--- config.mk ---
export PLATFORM = sky130hd
export DESIGN_NAME = humidity_sensor_pulse_decoder
export DESIGN_NICKNAME = d
export VERILOG_FILES = /design/src/rtl/hspd_pkg.sv /design/src/rtl/hspd_front.sv /design/src/rtl/hspd_queue.sv /design/src/rtl/hspd_back.sv /design/src/rtl/humidity_sensor_pulse_decoder.sv
export SDC_FILE = /design/constraint.sdc
export NUM_CORES = 1
export LEC_CHECK = 0
export BUFFER_PORTS_ARGS = -buffer_cell sky130_fd_sc_hd__buf_4
export CORE_MARGIN = 2
export CORE_UTILIZATION = 49
export DETAILED_ROUTE_END_ITERATION = 12
export GPL_ROUTABILITY_DRIVEN = 0
export PLACE_DENSITY_LB_ADDON = 0.3
export SLEW_MARGIN = 15
export SYNTH_ARGS = -nofsm -noshare
export SYNTH_HDL_FRONTEND = slang
export SYNTH_SLANG_ARGS = --single-unit
--- constraint.sdc ---
create_clock -name clk -period 6.45 [get_ports clk]
set_clock_uncertainty 0.05 [all_clocks]
set_input_delay 1.29 -clock clk [delete_from_list [all_inputs] [get_ports clk]]
set_output_delay 1.29 -clock clk [all_outputs]
set_load 0.02 [all_outputs]
--- src/rtl/hspd_pkg.sv ---
// Package for the humidity sensor pulse decoder.
// Holds the frame queue types, status codes and fixed frame constants.
// No dependencies; every other file in rtl imports it.
package hspd_pkg;

  // Fixed frame layout
  localparam int DATA_BITS = 40;
  localparam int CNT_W     = 6;
  localparam int DUR_W     = 15;
  localparam int QDEPTH    = 2;

  localparam logic [CNT_W-1:0] COUNT_MAX = 6'd63;
  localparam logic [CNT_W-1:0] LAST_DATA = 6'd40;
  localparam logic [CNT_W-1:0] FIRST_DATA = 6'd1;

  // Result status codes
  typedef enum logic [1:0] {
    ST_OK      = 2'd0,
    ST_TOO_FEW = 2'd1,
    ST_BAD_SUM = 2'd2
  } status_t;

  // One finished frame as handed from the front end to the back end
  typedef struct packed {
    logic [DATA_BITS-1:0] bits;
    logic                 too_few;
  } frame_t;

  // Queue occupancy as seen by the front and back ends
  typedef struct packed {
    logic       full;
    logic       empty;
    logic [1:0] level;
  } qstat_t;

endpackage

--- src/rtl/hspd_front.sv ---
// Front end of the pulse decoder: classifies each pulse and assembles frames.
// Pushes one finished frame into the queue on the frame-end pulse.
// Depends on hspd_pkg.
module hspd_front import hspd_pkg::*; #(
  parameter int MIN_PULSES = 42
) (
  input  logic             clk,
  input  logic             rst_n,
  input  logic             accept,
  input  logic [DUR_W-1:0] high_duration,
  input  logic             frame_end,
  input  logic [DUR_W-1:0] bit_threshold,
  output logic             push,
  output frame_t           push_frame
);

  localparam logic [CNT_W-1:0] MinCount = CNT_W'(MIN_PULSES);

  logic [DATA_BITS-1:0] bits_r, bits_nxt;
  logic [CNT_W-1:0]     count_r, count_nxt;
  logic                 data_pulse;
  logic                 bit_val;

  // Decode the current pulse and update the shift register and counter.
  always_comb begin
    data_pulse = (count_r >= FIRST_DATA) && (count_r <= LAST_DATA);
    bit_val    = (high_duration >= bit_threshold);
    bits_nxt   = data_pulse ? {bits_r[DATA_BITS-2:0], bit_val} : bits_r;
    count_nxt  = (count_r != COUNT_MAX) ? count_r + 1'b1 : count_r;
  end

  // The frame as it stands after this pulse goes to the queue.
  assign push               = accept && frame_end;
  assign push_frame.bits    = bits_nxt;
  assign push_frame.too_few = (count_nxt < MinCount);

  // Frame state clears after the frame-end pulse.
  always_ff @(posedge clk) begin
    if (!rst_n) begin
      bits_r  <= '0;
      count_r <= '0;
    end else if (accept) begin
      if (frame_end) begin
        bits_r  <= '0;
        count_r <= '0;
      end else begin
        bits_r  <= bits_nxt;
        count_r <= count_nxt;
      end
    end
  end

endmodule

--- src/rtl/hspd_queue.sv ---
// Two-entry frame queue between the front and back ends of the decoder.
// Register based; write and read in the same cycle are allowed.
// Depends on hspd_pkg.
module hspd_queue import hspd_pkg::*; (
  input  logic   clk,
  input  logic   rst_n,
  input  logic   push,
  input  frame_t push_frame,
  input  logic   pop,
  output frame_t head,
  output qstat_t stat
);

  frame_t     entries_r [QDEPTH];
  logic       wr_ptr_r;
  logic       rd_ptr_r;
  logic [1:0] level_r, level_nxt;

  // Occupancy flags
  assign stat.full  = (level_r == 2'(QDEPTH));
  assign stat.empty = (level_r == 2'd0);
  assign stat.level = level_r;
  assign head       = entries_r[rd_ptr_r];

  always_comb begin
    level_nxt = level_r;
    if (push && !pop) begin
      level_nxt = level_r + 2'd1;
    end else if (pop && !push) begin
      level_nxt = level_r - 2'd1;
    end
  end

  // Entry storage carries no reset.
  always_ff @(posedge clk) begin
    if (push) begin
      entries_r[wr_ptr_r] <= push_frame;
    end
  end

  // Pointers and fill level
  always_ff @(posedge clk) begin
    if (!rst_n) begin
      wr_ptr_r <= 1'b0;
      rd_ptr_r <= 1'b0;
      level_r  <= 2'd0;
    end else begin
      if (push) begin
        wr_ptr_r <= ~wr_ptr_r;
      end
      if (pop) begin
        rd_ptr_r <= ~rd_ptr_r;
      end
      level_r <= level_nxt;
    end
  end

endmodule

--- src/rtl/hspd_back.sv ---
// Back end of the pulse decoder: checks the checksum, scales temperature
// and holds the result in an output register. Depends on hspd_pkg.
module hspd_back import hspd_pkg::*; (
  input  logic        clk,
  input  logic        rst_n,
  input  frame_t      head,
  input  qstat_t      stat,
  output logic        pop,
  output logic        out_valid,
  input  logic        out_stall,
  output logic [1:0]  out_status,
  output logic [7:0]  out_humidity_percent,
  output logic [11:0] out_temperature_tenths
);

  logic [7:0]  h_int, h_frac, t_int, t_frac, sum_byte, calc_sum;
  logic [11:0] temp_calc;
  status_t     status_calc;

  logic        valid_r;
  status_t     status_r;
  logic [7:0]  hum_r;
  logic [11:0] temp_r;

  // Split the frame into bytes and evaluate it.
  always_comb begin
    h_int     = head.bits[39:32];
    h_frac    = head.bits[31:24];
    t_int     = head.bits[23:16];
    t_frac    = head.bits[15:8];
    sum_byte  = head.bits[7:0];
    calc_sum  = h_int + h_frac + t_int + t_frac;
    temp_calc = 12'({t_int, 3'b000}) + 12'({t_int, 1'b0}) + 12'(t_frac);
    if (head.too_few) begin
      status_calc = ST_TOO_FEW;
    end else if (calc_sum != sum_byte) begin
      status_calc = ST_BAD_SUM;
    end else begin
      status_calc = ST_OK;
    end
  end

  // Take a frame when one waits and the output register is free.
  assign pop = !stat.empty && (!valid_r || !out_stall);

  always_ff @(posedge clk) begin
    if (!rst_n) begin
      valid_r <= 1'b0;
    end else if (pop) begin
      valid_r <= 1'b1;
    end else if (!out_stall) begin
      valid_r <= 1'b0;
    end
  end

  // Result payload; fields are zero unless the frame is good.
  always_ff @(posedge clk) begin
    if (pop) begin
      status_r <= status_calc;
      hum_r    <= (status_calc == ST_OK) ? h_int : 8'd0;
      temp_r   <= (status_calc == ST_OK) ? temp_calc : 12'd0;
    end
  end

  assign out_valid              = valid_r;
  assign out_status             = status_r;
  assign out_humidity_percent   = hum_r;
  assign out_temperature_tenths = temp_r;

endmodule

--- src/rtl/humidity_sensor_pulse_decoder.sv ---
// Top level of the single-wire humidity sensor pulse decoder.
// Instantiates hspd_front, hspd_queue and hspd_back; depends on hspd_pkg.
//
// Usage:
//   Input channel (in_valid / in_stall): one transaction per measured pulse,
//   its high time in ticks and a flag on the last pulse of the frame. The
//   first pulse of a frame is the start pulse; the next 40 form the data.
//   Output channel (out_valid / out_stall): one transaction per frame, sent
//   for the frame-end pulse, with status, humidity and temperature in tenths.
//   Config channel (cfg_valid / cfg_ready): writes the bit threshold; it is
//   always ready and should be written only while the decoder is idle.
// Timing:
//   One pulse is accepted every cycle unless in_stall is high. The frame-end
//   pulse pushes the finished frame into the two-entry frame queue; the back
//   end then pops it through the checksum and scaling logic into the output
//   register.
// Reset and back-pressure:
//   Reset clears the frame state and the queue and sets the threshold to 35.
//   While the receiver stalls, the result holds in the output register and
//   the queue absorbs up to two more frames; in_stall rises only when the
//   queue is full.
module humidity_sensor_pulse_decoder import hspd_pkg::*; #(
  parameter int MIN_PULSES = 42
) (
  input  logic        clk,
  input  logic        rst_n,
  input  logic        in_valid,
  output logic        in_stall,
  input  logic [14:0] in_high_duration,
  input  logic        in_frame_end,
  output logic        out_valid,
  input  logic        out_stall,
  output logic [1:0]  out_status,
  output logic [7:0]  out_humidity_percent,
  output logic [11:0] out_temperature_tenths,
  input  logic        cfg_valid,
  output logic        cfg_ready,
  input  logic [14:0] cfg_bit_threshold
);

  logic [DUR_W-1:0] threshold_r;
  logic             in_accept;
  logic             push;
  logic             pop;
  frame_t           push_frame;
  frame_t           head;
  qstat_t           qstat;

  // Threshold register, written whenever a config transaction arrives.
  assign cfg_ready = 1'b1;

  always_ff @(posedge clk) begin
    if (!rst_n) begin
      threshold_r <= 15'd35;
    end else if (cfg_valid && cfg_ready) begin
      threshold_r <= cfg_bit_threshold;
    end
  end

  // Input back-pressure comes from the frame queue.
  assign in_stall  = qstat.full;
  assign in_accept = in_valid && !in_stall;

  hspd_front #(
    .MIN_PULSES(MIN_PULSES)
  ) u_front (
    .clk          (clk),
    .rst_n        (rst_n),
    .accept       (in_accept),
    .high_duration(in_high_duration),
    .frame_end    (in_frame_end),
    .bit_threshold(threshold_r),
    .push         (push),
    .push_frame   (push_frame)
  );

  hspd_queue u_queue (
    .clk       (clk),
    .rst_n     (rst_n),
    .push      (push),
    .push_frame(push_frame),
    .pop       (pop),
    .head      (head),
    .stat      (qstat)
  );

  hspd_back u_back (
    .clk                   (clk),
    .rst_n                 (rst_n),
    .head                  (head),
    .stat                  (qstat),
    .pop                   (pop),
    .out_valid             (out_valid),
    .out_stall             (out_stall),
    .out_status            (out_status),
    .out_humidity_percent  (out_humidity_percent),
    .out_temperature_tenths(out_temperature_tenths)
  );

  // A frame-end transaction always leaves at least one frame queued.
  a_frame_queued: assert property (@(posedge clk) disable iff (!rst_n)
    in_accept && in_frame_end |=> !qstat.empty)
    else $error("frame lost after frame-end pulse");

  // The queue never holds more than its depth.
  a_queue_level: assert property (@(posedge clk) disable iff (!rst_n)
    qstat.level <= 2'(QDEPTH))
    else $error("frame queue overfilled");

  // Failed frames report zero humidity and temperature.
  a_fail_zero: assert property (@(posedge clk) disable iff (!rst_n)
    out_valid && (out_status != ST_OK) |->
      (out_humidity_percent == 8'd0) && (out_temperature_tenths == 12'd0))
    else $error("nonzero fields on a failed frame");

  // A good frame stays within the scaled temperature range.
  a_temp_range: assert property (@(posedge clk) disable iff (!rst_n)
    out_valid && (out_status == ST_OK) |-> out_temperature_tenths <= 12'd2805)
    else $error("temperature out of range");

endmodule
==> out/metrics.yaml <==
finish:
  final_cell_area_mm2: 0.00971
  multi_input_area_mm2: 0.00363
  stdcell_count: 951
  antennaDiodeCount: 0
  fin_nets: 812
  area_growth_syn_to_layout_pct: 15.6
  ff_latch_area_mm2: 0.00447
  n_fill_cell: 1342
  drive_above_1_share_pct: 21.6
  final_core_util_pct: 58.3
clock_tree:
  post_cts_buffers: 0
  cts-hold-fix-buffers: 0
  cts_inserted_buffers: 17
  cts-resized-gates: 0
  cts_buffer_depth: 2
  clock_latency_ns: 0.43
  clkSlewWorstSetupHoldPaths_ns: 0.06
  cts.htree.levels: 4
  root_buffer: "clkbuf_16"
  tritoncts: "yes"
  cts_sinks: 171
worst_setup_path:
  critPathMaxStageDelay_ns: 0.90
  crit_path_max_fanout: 30
  cp_common_cell: "fa_1"
  worstSetupEndpointType: "flip-flop"
  path_cells: "mux2i_1, fa_1, fa_1, inv_1, ha_1, fa_1, a21o_1, a21oi_1, o21ai_0, xnor3_1, or4_4, a221oi_1"
  required_ns: 6.65
  ff2ff_path_depth: 12
  startpoint_type: "flip-flop"
  reg2reg_slack_ns: 1.42
  slowest_stage: "dfxtp_2"
  r2r_end: "u_back.out_temperature_tenths[8]"
  crit_arrival_ns: 5.22
  crit_type: "reg -> reg"
floorplan:
  rows: 47
  io_pins: 61
  die_area_mm2: 0.0182
  die_w_um: 135
  core_mm2: 0.0166
  start_util_pct: 50.5
  die_y_um: 135
sta:
  min_period_ns: 5.03
  setup_ws_ns: 1.42
  fmax_ghz: 0.199
  tightest_slew_ns: 0.965
  setup_violations: 0
  slew_violations: 0
  hold_viol: 0
  tns_ns: 0
  slew_headroom_pct: 35.7
  fin_crit_sh_pct: 77.9
  rsz0062_at_grt: "no"
synthesis:
  synthTopCellsByCount: "104 x edfxtp_1, 67 x dfxtp_1, 54 x nor2b_1"
  yosysTopAreaCell: "edfxtp_1"
  synth_warnings: 0
  ys_seq_area_share_pct: 53.2
  synth.distinct_cells: 51
  syn_nets: 762
  synth_edf_count: 104
  avgSynthCellArea_um2: 12.6
  ys.flop_type: "edfxtp_1"
  synth_top_area_share_pct: 37.2
  ys_ff_latch: 171
  synthCells: 668
  async_flop_share_pct: 0
  yosysMostFrequentCell: "edfxtp_1"
  yosys-top-cells-area: "edfxtp_1 37%, dfxtp_1 16%, mux2_2 6.7%"
  syn_area_mm2: 0.00840
placement:
  dp_cells: 919
  dp_hpwl_um: 10700
  portBuffers: 59
  dpl_cell_area_mm2: 0.00903
  place_ws_ns: 1.43
power_and_ir_drop:
  combinationalPowerShare_pct: 38.2
  p_leak_nw: 3.75
  max-vdd-ir-drop_mv: 0.246
  power.internal_mw: 2.71
  p_sw_mw: 1.33
  swShare_pct: 32.8
  clockPowerShare_pct: 28.4
  power_frac_seq_pct: 33.5
  power.density_mw_per_mm2: 416
global_routing:
  grt_max_degree: 68
  antenna_found_initial: 0
  gr-total-overflow: 0
  grt_pass1_wl_um: 25700
  track_usage_pct: 18.1
  grt_pass1_vias: 5206
drt:
  ant_nets: 0
  drcViolationCount: 0
  firstDrtPassIters: 6
  wirelength_um: 15500
  via_per_inst: 5.37
  wire_per_inst_um: 16.3
  vias: 5111
  first_iter_violations: 301
worst_hold_path:
  min-delay-start: "threshold_r[0]"
  hold_class: "reg -> reg"
  whs_endpoint: "threshold_r[0]"
  hold_depth: 2
status:
  outcome: "finished clean"
job:
  cap_violations: 0
==> cell families (layout without fill, tap and decap cells) <==
group,Yosys count,after routing,synth area share [%]
flip-flops,171,171,53.2
XOR/XNOR,24,24,2.67
AO/OA/AOI/OAI,111,111,9.19
AND/OR/NAND/NOR,129,129,8.83
adder cells (fa/ha/maj),58,58,10.4
multiplexers,93,93,11.8
buffers and inverters,81,144,3.86
other,1,1,0.0446
==> through the flow <==
stage               hold slack (ns)  power [mW]
floorplan                     0.396        2.55
global placement              0.409        2.87
detailed placement            0.416        2.91
CTS                           0.434        4.06
global route                  0.462        4.29
finish                        0.426        4.04
==> cell usage in the layout (no fill, tap or decap), drive strengths merged, types with 3 or more instances in the layout <==
cell and n:
edfxtp 104, dfxtp 67, buf 64, nor2b 54
mux2 50, inv 50, mux2i 43, a22oi 39
ha 38, nor2 22, fa 20, a21oi 17
clkbuf 17, xnor2 15, o21ai 15, and2 13
a21o 9, nor3 9, nand2 8, xor2 8
o21a 7, a211oi 7, nand3 6, bufinv 6
clkinv 6, nand2b 4, nor4 4, nand4 3
a31oi 3
==> worst max path at each step <==
stage	startpoint	end	slack, ns	cells after the start
after global routing	flip-flop	u_back.out_temperature_tenths[8]	1.09	12
after global placement	flip-flop	u_back.out_temperature_tenths[8]	1.55	12
after CTS	flip-flop	u_back.out_temperature_tenths[8]	1.40	12
final	flip-flop	u_back.out_temperature_tenths[8]	1.42	12
after detailed placement	flip-flop	u_back.out_temperature_tenths[8]	1.43	12
after floorplan	flip-flop	u_back.out_temperature_tenths[6]	1.17	17
==> area by class of cell <==
class                   instances  share of cell area [%]
flip-flops and latches        171                    46.0
multi-input cells             416                    37.4
repair buffers                 64                    4.95
clock buffers                  17                    4.38
well taps                     220                    2.84
clock inverters                15                    2.53
inverters                      48                    1.86
==> power by group through the flow <==
stage | sequential [mW] | combinational, mW | clock (mW)
final | 1.35 | 1.54 | 1.14
after global placement | 1.37 | 1.49 | 0
after detailed placement | 1.38 | 1.54 | 0
after floorplan | 1.42 | 1.13 | 0
after CTS | 1.35 | 1.55 | 1.16
after global routing | 1.36 | 1.72 | 1.20
==> per-layer routing <==
layer / global-route usage [%] / up-vias / part of all wire [%]
met2: 30.9 / 93 / 50
met4: 5.44 / 0 / 1.4
met1: 23.5 / 2494 / 45
met5: 0 / - / 0
met3: 3.53 / 19 / 3.4
li1: - / 2505 / -
==> worst max-delay path, delay by kind of cell (launching register included) <==
kind | cells | cell delay, ns
multiplexers | 1 | 0.40
flip-flops | 1 | 0.90
XOR/XNOR | 1 | 0.42
AND/OR/NAND/NOR | 1 | 0.60
AO/OA/AOI/OAI | 4 | 0.80
buffers and inverters | 1 | 0.05
adder cells (fa/ha/maj) | 4 | 1.64
==> sequential cells by signal (all words and copies together), names as in the netlist, 2 cells and up, named ones only <==
signal                         count
u_front.count_r                    6
u_back.out_humidity_percent        8
u_back.out_status                  2
u_queue.entries_r                 82
threshold_r                       15
u_queue.level_r                    2
u_front.bits_r                    40
u_back.out_temperature_tenths     12
Note: power is estimated with default switching activity, not from simulation.
